## src/rtl/bmf_pkg.sv

```systemverilog
// ============================================================================
// bmf_pkg
// Shared types, codes and constants of the box mean filter.
// ============================================================================
`default_nettype none

package bmf_pkg;

  // Default largest image the tables hold
  localparam int MAX_WIDTH_DEF  = 128;
  localparam int MAX_HEIGHT_DEF = 128;

  // Fixed field widths
  localparam int CHAN_W = 8;
  localparam int PIX_W  = 32;
  localparam int POS_W  = 7;
  localparam int RAD_W  = 6;
  localparam int DIM_W  = 8;
  localparam int CFG_IDX_W = 2;

  // Register reset values
  localparam logic [RAD_W-1:0] RADIUS_RST = 6'd1;
  localparam logic [DIM_W-1:0] DIM_RST    = 8'd128;

  // Opcodes
  localparam logic [1:0] OP_LOAD    = 2'd0;
  localparam logic [1:0] OP_READ    = 2'd1;
  localparam logic [1:0] OP_RESTART = 2'd2;

  // Configuration register indexes
  localparam logic [CFG_IDX_W-1:0] CFG_RADIUS = 2'd0;
  localparam logic [CFG_IDX_W-1:0] CFG_WIDTH  = 2'd1;
  localparam logic [CFG_IDX_W-1:0] CFG_HEIGHT = 2'd2;

  typedef struct packed {
    logic [1:0]       opcode;
    logic [PIX_W-1:0] pixel_in;
    logic [POS_W-1:0] row;
    logic [POS_W-1:0] col;
  } in_item_t;

  typedef struct packed {
    logic [PIX_W-1:0] filtered_pixel;
    logic             valid_res;
  } out_item_t;

  // Sequencer states
  typedef enum logic [2:0] {
    ST_IDLE,
    ST_LDWR,
    ST_LOOK,
    ST_LAST,
    ST_DIVGO,
    ST_DIV
  } state_t;

  // Window corners of the integral lookup
  typedef enum logic [1:0] {
    CRN_A,   // bottom right
    CRN_B,   // above the window, right
    CRN_C,   // left of the window, bottom
    CRN_D    // above and left
  } corner_t;

  // Table strobes
  typedef struct packed {
    logic sum_rd;
    logic alpha_rd;
    logic wr;
  } tab_ctl_t;

endpackage

`default_nettype wire

```

## src/rtl/bmf_div.sv

```systemverilog
// ============================================================================
// bmf_div
// Three-lane restoring divider: window sums over window area, one quotient
// bit per lane each cycle.
// ============================================================================
`default_nettype none

module bmf_div import bmf_pkg::*; #(
  parameter int SUM_W  = CHAN_W + $clog2(MAX_WIDTH_DEF * MAX_HEIGHT_DEF),
  parameter int AREA_W = $clog2(MAX_WIDTH_DEF + 1) + $clog2(MAX_HEIGHT_DEF + 1)
) (
  input  wire  logic                  clk,
  input  wire  logic                  rst_n,
  input  wire  logic                  start,
  input  wire  logic [3*SUM_W-1:0]    dividend,
  input  wire  logic [AREA_W-1:0]     divisor,
  output logic                        done,
  output logic       [3*CHAN_W-1:0]   quot
);

  localparam int DW     = AREA_W + CHAN_W;
  localparam int STEP_W = $clog2(CHAN_W);
  localparam logic [STEP_W-1:0] STEP_LAST = STEP_W'(CHAN_W - 1);

  logic              busy_r;
  logic              done_r;
  logic [STEP_W-1:0] step_r;
  logic [DW-1:0]     dsr_r;
  logic [DW-1:0]     rem_r [3];
  logic [CHAN_W-1:0] q_r   [3];

  // Sequence the quotient bits
  always_ff @(posedge clk) begin
    if (!rst_n) begin
      busy_r <= 1'b0;
      done_r <= 1'b0;
      step_r <= '0;
    end else begin
      done_r <= busy_r && (step_r == STEP_LAST);
      if (start) begin
        busy_r <= 1'b1;
        step_r <= '0;
      end else if (busy_r) begin
        step_r <= step_r + STEP_W'(1);
        if (step_r == STEP_LAST) begin
          busy_r <= 1'b0;
        end
      end
    end
  end

  // Compare and subtract the shifted divisor in each lane
  always_ff @(posedge clk) begin
    if (start) begin
      dsr_r <= DW'({divisor, {CHAN_W{1'b0}}} >> 1);
      for (int i = 0; i < 3; i++) begin
        rem_r[i] <= DW'(dividend[i*SUM_W +: SUM_W]);
        q_r[i]   <= '0;
      end
    end else if (busy_r) begin
      dsr_r <= dsr_r >> 1;
      for (int i = 0; i < 3; i++) begin
        if (rem_r[i] >= dsr_r) begin
          rem_r[i] <= rem_r[i] - dsr_r;
          q_r[i]   <= {q_r[i][CHAN_W-2:0], 1'b1};
        end else begin
          q_r[i]   <= {q_r[i][CHAN_W-2:0], 1'b0};
        end
      end
    end
  end

  assign done = done_r;
  assign quot = {q_r[2], q_r[1], q_r[0]};

`ifndef SYNTHESIS
  a_start_busy: assert property (@(posedge clk) disable iff (!rst_n)
    start |=> busy_r)
    else $error("divider did not start");

  a_done_idle: assert property (@(posedge clk) disable iff (!rst_n)
    done_r |-> !busy_r)
    else $error("divider done while still iterating");

  a_last_done: assert property (@(posedge clk) disable iff (!rst_n)
    (busy_r && !start && (step_r == STEP_LAST)) |=> done_r)
    else $error("divider missed its done pulse");
`endif

endmodule

`default_nettype wire

```

## config.mk

```make
export PLATFORM = sky130hd
export DESIGN_NAME = bmf_div
export DESIGN_NICKNAME = d
export VERILOG_FILES = /design/src/rtl/bmf_pkg.sv /design/src/rtl/bmf_div.sv
export SDC_FILE = /design/constraint.sdc
export NUM_CORES = 1
export LEC_CHECK = 0
export BUFFER_PORTS_ARGS = -buffer_cell sky130_fd_sc_hd__buf_4
export CORE_AREA = 2 2 145 147
export CTS_CLUSTER_DIAMETER = 150
export DETAILED_ROUTE_END_ITERATION = 7
export DIE_AREA = 0 0 147 149
export PLACE_DENSITY = 0.61
export SYNTH_ARGS = -nofsm -noshare
export SYNTH_HDL_FRONTEND = slang
export SYNTH_SLANG_ARGS = --single-unit
```

## constraint.sdc

```tcl
create_clock -name clk -period 4.8 [get_ports clk]
set_clock_uncertainty 0.2 [all_clocks]
set_input_delay 0.24 -clock clk [delete_from_list [all_inputs] [get_ports clk]]
set_output_delay 0.24 -clock clk [all_outputs]
set_load 0.01 [all_outputs]
```

Yosys cells after proc, flatten, opt, wreduce, memory -nomap -nowiden
Memories as Yosys holds them, arrays and structs flattened.
Index checks and enable logic that the tools add are counted.
{"block": "totals", "reg_bits": 28, "ramBits": 96, "inputBits": 85, "word_cells": 68, "memories": 2}
{"block": "op_classes", "add_sub_neg": 4, "order_cmp": 3, "n_eq_ne": 1, "mux": 40, "n_bitwise": 10, "reduce_logical": 3}
{"memory": "rem_r", "depth": 3, "width": 24, "rd": 3, "rd_ports_with_merged_regs": 0, "wr": 3, "line": "bmf_div.sv:29", "rtl": "logic [DW-1:0] rem_r [3];"}
{"memory": "q_r", "depth": 3, "width": 8, "rd": 3, "rd_ports_with_merged_regs": 0, "wr": 3, "line": "bmf_div.sv:30", "rtl": "logic [CHAN_W-1:0] q_r [3];"}
{"operator": "$ge A24 B23 Y1", "count": 3}
{"operator": "$mux W24", "count": 3}
{"operator": "$sub A24 B23 Y24", "count": 3}
{"operator": "$mux W8", "count": 6}
{"operator": "$mux W23", "count": 2}
{"operator": "$mux W1", "count": 29}
{"operator": "$or A1 B1 Y1", "count": 9}
{"operator": "$add A3 B1 Y3 const B", "count": 1}
{"operator": "$eq A3 B3 Y1 const B", "count": 1}
{"operator": "$reduce_bool A2 Y1", "count": 1}
{"operator": "$reduce_or A2 Y1", "count": 1}
{"operator": "$logic_and A1 B1 Y1", "count": 1}
{"operator": "$not A1 Y1", "count": 1}

Logic depth before layout (Yosys ltp)
An unclocked memory read counts as a cell.
{"block": "logic_depth", "word_depth": 8, "depth_mapped": 13, "depth_no_buf": 11}

Worst setup path before layout
No wires, ideal clock.
{"block": "synth_timing", "kind": "register to register", "from": "reg dsr_r[0]", "to": "mem rem_r[0][24] in the netlist's numbering (enable)", "arrival_ns": 2.407, "t_required_ns": 4.216, "setup_slack_ns": 1.808, "stages_incl_launch_ff": 9, "path_buffers": 0, "synth_period_minus_slack_ns": 2.992, "cell_sequence": "dfxtp_1 ha_1 fa_1 nand2b_1 a211oi_1 nor3_2 a21oi_2 o311ai_4 nand2b_1"}
{"element": "start, declared", "line": "bmf_div.sv:28", "rtl": "logic [DW-1:0] dsr_r;"}
{"element": "start signal, assigned", "line": "bmf_div.sv:55", "rtl": "dsr_r <= DW'({divisor, {CHAN_W{1'b0}}} >> 1);"}
{"element": "start signal, assigned", "line": "bmf_div.sv:61", "rtl": "dsr_r <= dsr_r >> 1;"}
{"element": "end, declared", "line": "bmf_div.sv:29"}

==> impl_metrics.csv <==
group,metric,value,unit
synthesis,avgSynthCellArea,9.90,sq um
route,totalWireLength,22.7,mm
power_and_ir_drop,ir_drop,0.000278,V
worst_setup_path,rrSetupSlack,1.11,ns
finish,final_core_util,54.8,%
worst_setup_path,cp.required,4.77,ns
synthesis,async_flop_share,0,%
synthesis,synth_area,8800,sq um
power_and_ir_drop,power.density,464,nW/um^2
cts,cts_buffers,17,
global_routing,grt_pass1_vias,6885,
floorplanning,die_h,149,um
sta,min_period_over_period,76.9,%
cts,cts_root_buf,"clkbuf_16",
placement,hpwl,16.6,mm
synthesis,synth_fp_nets,1048,
global_routing,antenna_found_initial,0,
sta,finalHoldViolCount,0,
finish,final_area,11300,sq um
sta,tightest_slew,0.956,ns
cts,cts_sinks,124,
route,antenna_left,0,
sta,rsz0062_at_grt,"false",
route,highest_layer,"met4",
route,drtPass1Iterations,5,
floorplanning,dieArea,21900,sq um
worst_setup_path,crit_family,"compound AO/OA/AOI/OAI gates",
cts,worstSkewPairLatency,0.43,ns
status,outcome,"finished clean",
global_routing,grt_pass1_wl,35.4,mm
finish,num_antenna_cells,0,
placement,pre_cts_ws,1.08,ns
global_routing,grt-ovfl-total,0,
worst_setup_path,startpoint_type,"flip-flop",
sta,max_freq,271,MHz
worst_setup_path,max_stage_delay,0.74,ns
synthesis,ys_types,67,
synthesis,synthTopCellsByCount,"edfxtp_1 (111), a21oi_1 (99), nor2_1 (97)",
synthesis,yosysSeqAreaShare,40.8,%
synthesis,synth_top_area_share,37.9,%
worst_setup_path,crit_arrival,3.66,ns
route,drt_iter0_drc,479,
cts,ctsResizeCount,0,
power_and_ir_drop,p_leak,4.72,nW
placement,numPortBuffers,109,
synthesis,synth_seq_cells,124,
cts,post_cts_buffers,0,
worst_setup_path,cp-end-kind,"flip-flop",
cts,cts-hold-fix-buffers,79,
sta,slew_headroom,36.3,%
synthesis,syn_inst,889,
finish,drive_gt1_share,17.1,%
synthesis,synth_edf_count,111,
cts,clockBufferDepth,2,
floorplanning,start_util,42.8,%
finish,finalNetCount,1235,
synthesis,synth_top_area_cell,"edfxtp_1",
sta,setup_violations,0,
synthesis,synth_flop_cell,"edfxtp_1",
worst_setup_path,crit_fanout,54,
global_routing,grt_max_degree,55,
run,maxCapViolations,0,
route,vias,7206,
placement,place_congestion,0.906,
sta,tns,0,ns
sta,worst_slack,1.11,ns
cts,htree_levels,4,
worst_setup_path,crit_type,"reg2reg",
route,wl_per_cell,16.6,um
cts,cts_tree,"done",
synthesis,yosysMostFrequentCell,"edfxtp_1",
synthesis,ys_top_cells_by_area,"edfxtp_1 (38%), ha_1 (10%), a21oi_1 (5.6%)",
floorplanning,design.portCount,110,
route,wl_met1,10.5,mm
floorplanning,core,20600,sq um
hold_path,hold_class,"in2reg",
sta,timing.final.crit_period,3.69,ns
placement,place_area,9890,sq um
synthesis,yosys_warnings,0,
sta,drv_slew,0,
route,wl_met3,1.11,mm
route,route.detailed.drc,0,
finish,area_growth,28.1,%
route,vias_per_cell,5.28,
worst_setup_path,crit_chain,"ha_1 > fa_1 > nand2b_1 > a21oi_1 > o21ai_0 > nand3_1 > a21oi_2 > o211ai_4 > buf_12 > mux2_4",
cts,path_clk_slew,0.06,ns
global_routing,grt_usage,20.8,%
route,met2_length,10.6,mm
worst_setup_path,slowest_stage,"o211ai_4",
floorplanning,rows,53,
floorplanning,fp.dieW,147,um
worst_setup_path,cp_num_buf_inv,1,
## final cells by class
type	count	area, sq um
clock inverters	15	163
repair buffers	196	1690
multi-input cells	690	4870
flip-flops and latches	124	3590
inverters	47	176
well taps	275	344
clock buffers	17	425
fillers	1915	9290
## worst reg2reg max path, stage by stage, from the launching register on
cell and delay (ns):
dfxtp_1 0.35, ha_1 0.24, fa_1 0.40, nand2b_1 0.18, a21oi_1 0.24, o21ai_0 0.18, nand3_1 0.14, a21oi_2 0.09
o211ai_4 0.74, buf_12 0.36, mux2_4 0.34
## state kept, by name (all words and copies together), names as in the netlist
| name | flops |
|---|---|
| step_r | 3 |
| q_r | 24 |
| busy_r | 1 |
| dsr_r | 23 |
| rem_r | 72 |
| done | 1 |
## path summary, 6_finish.rpt
kind	start	endpoint	cells after the start
worst max-delay path	dsr_r[0]	rem_r[0][30]	10
worst max register to register	dsr_r[0]	rem_r[0][30]	10
worst min-delay path	divisor[2]	dsr_r[9]	3
worst min register to register	step_r[1]	step_r[1]	2
## kinds of logic (layout without fill, tap and decap cells)
family | Yosys count | in the layout | share of synthesized area, %
DFF | 124 | 124 | 40.8
buffers and inverters | 75 | 275 | 3.80
xor gates and xnor gates | 54 | 54 | 5.38
AOI/OAI and AO/OA | 260 | 260 | 19.3
adders and majority gates | 74 | 74 | 10.8
muxes | 35 | 35 | 5.29
and+or+nand+nor | 267 | 267 | 14.6
## report_power, final
group          total [mW]  leakage (nW)  switching, mW  internal (mW)
Clock                1.30         0.281          0.526          0.772
Combinational        2.40          3.21           1.32           1.08
Sequential           1.53          1.23         0.0818           1.45
Total                5.23          4.72           1.93           3.30
## through the flow
stage,total power [mW],hold WS (ns),instances
floorplan,3.36,0.158,889
CTS,5.24,0.0119,1364
detailed placement,3.87,0.272,1253
finish,5.23,0.0131,1364
global route,5.57,0.0322,1364
global placement,3.86,0.270,1253
## per-layer routing
layer | GRT usage (%) | vias up
li1 | - | 3649
met1 | 27.9 | 3320
met2 | 34.4 | 210
met3 | 3.79 | 27
met4 | 6.35 | 0
met5 | 0 | -
## cells in the final DEF (no fill, tap or decap), drive strengths merged, types with 9 or more instances in the layout
cell / instances
xnor2: 38
o21ai: 42
nor2: 97
o21bai: 9
dfxtp: 13
ha: 71
nor2b: 10
buf: 117
mux2i: 12
mux2: 23
nand3: 12
nand2: 56
nand4: 13
edfxtp: 111
and2: 25
nand2b: 18
dlygate4sd3: 79
xor2: 16
nor3: 13
o21a: 16
a21o: 25
clkbuf: 17
inv: 52
a21oi: 101
Note: power is estimated with default switching activity, not from simulation.
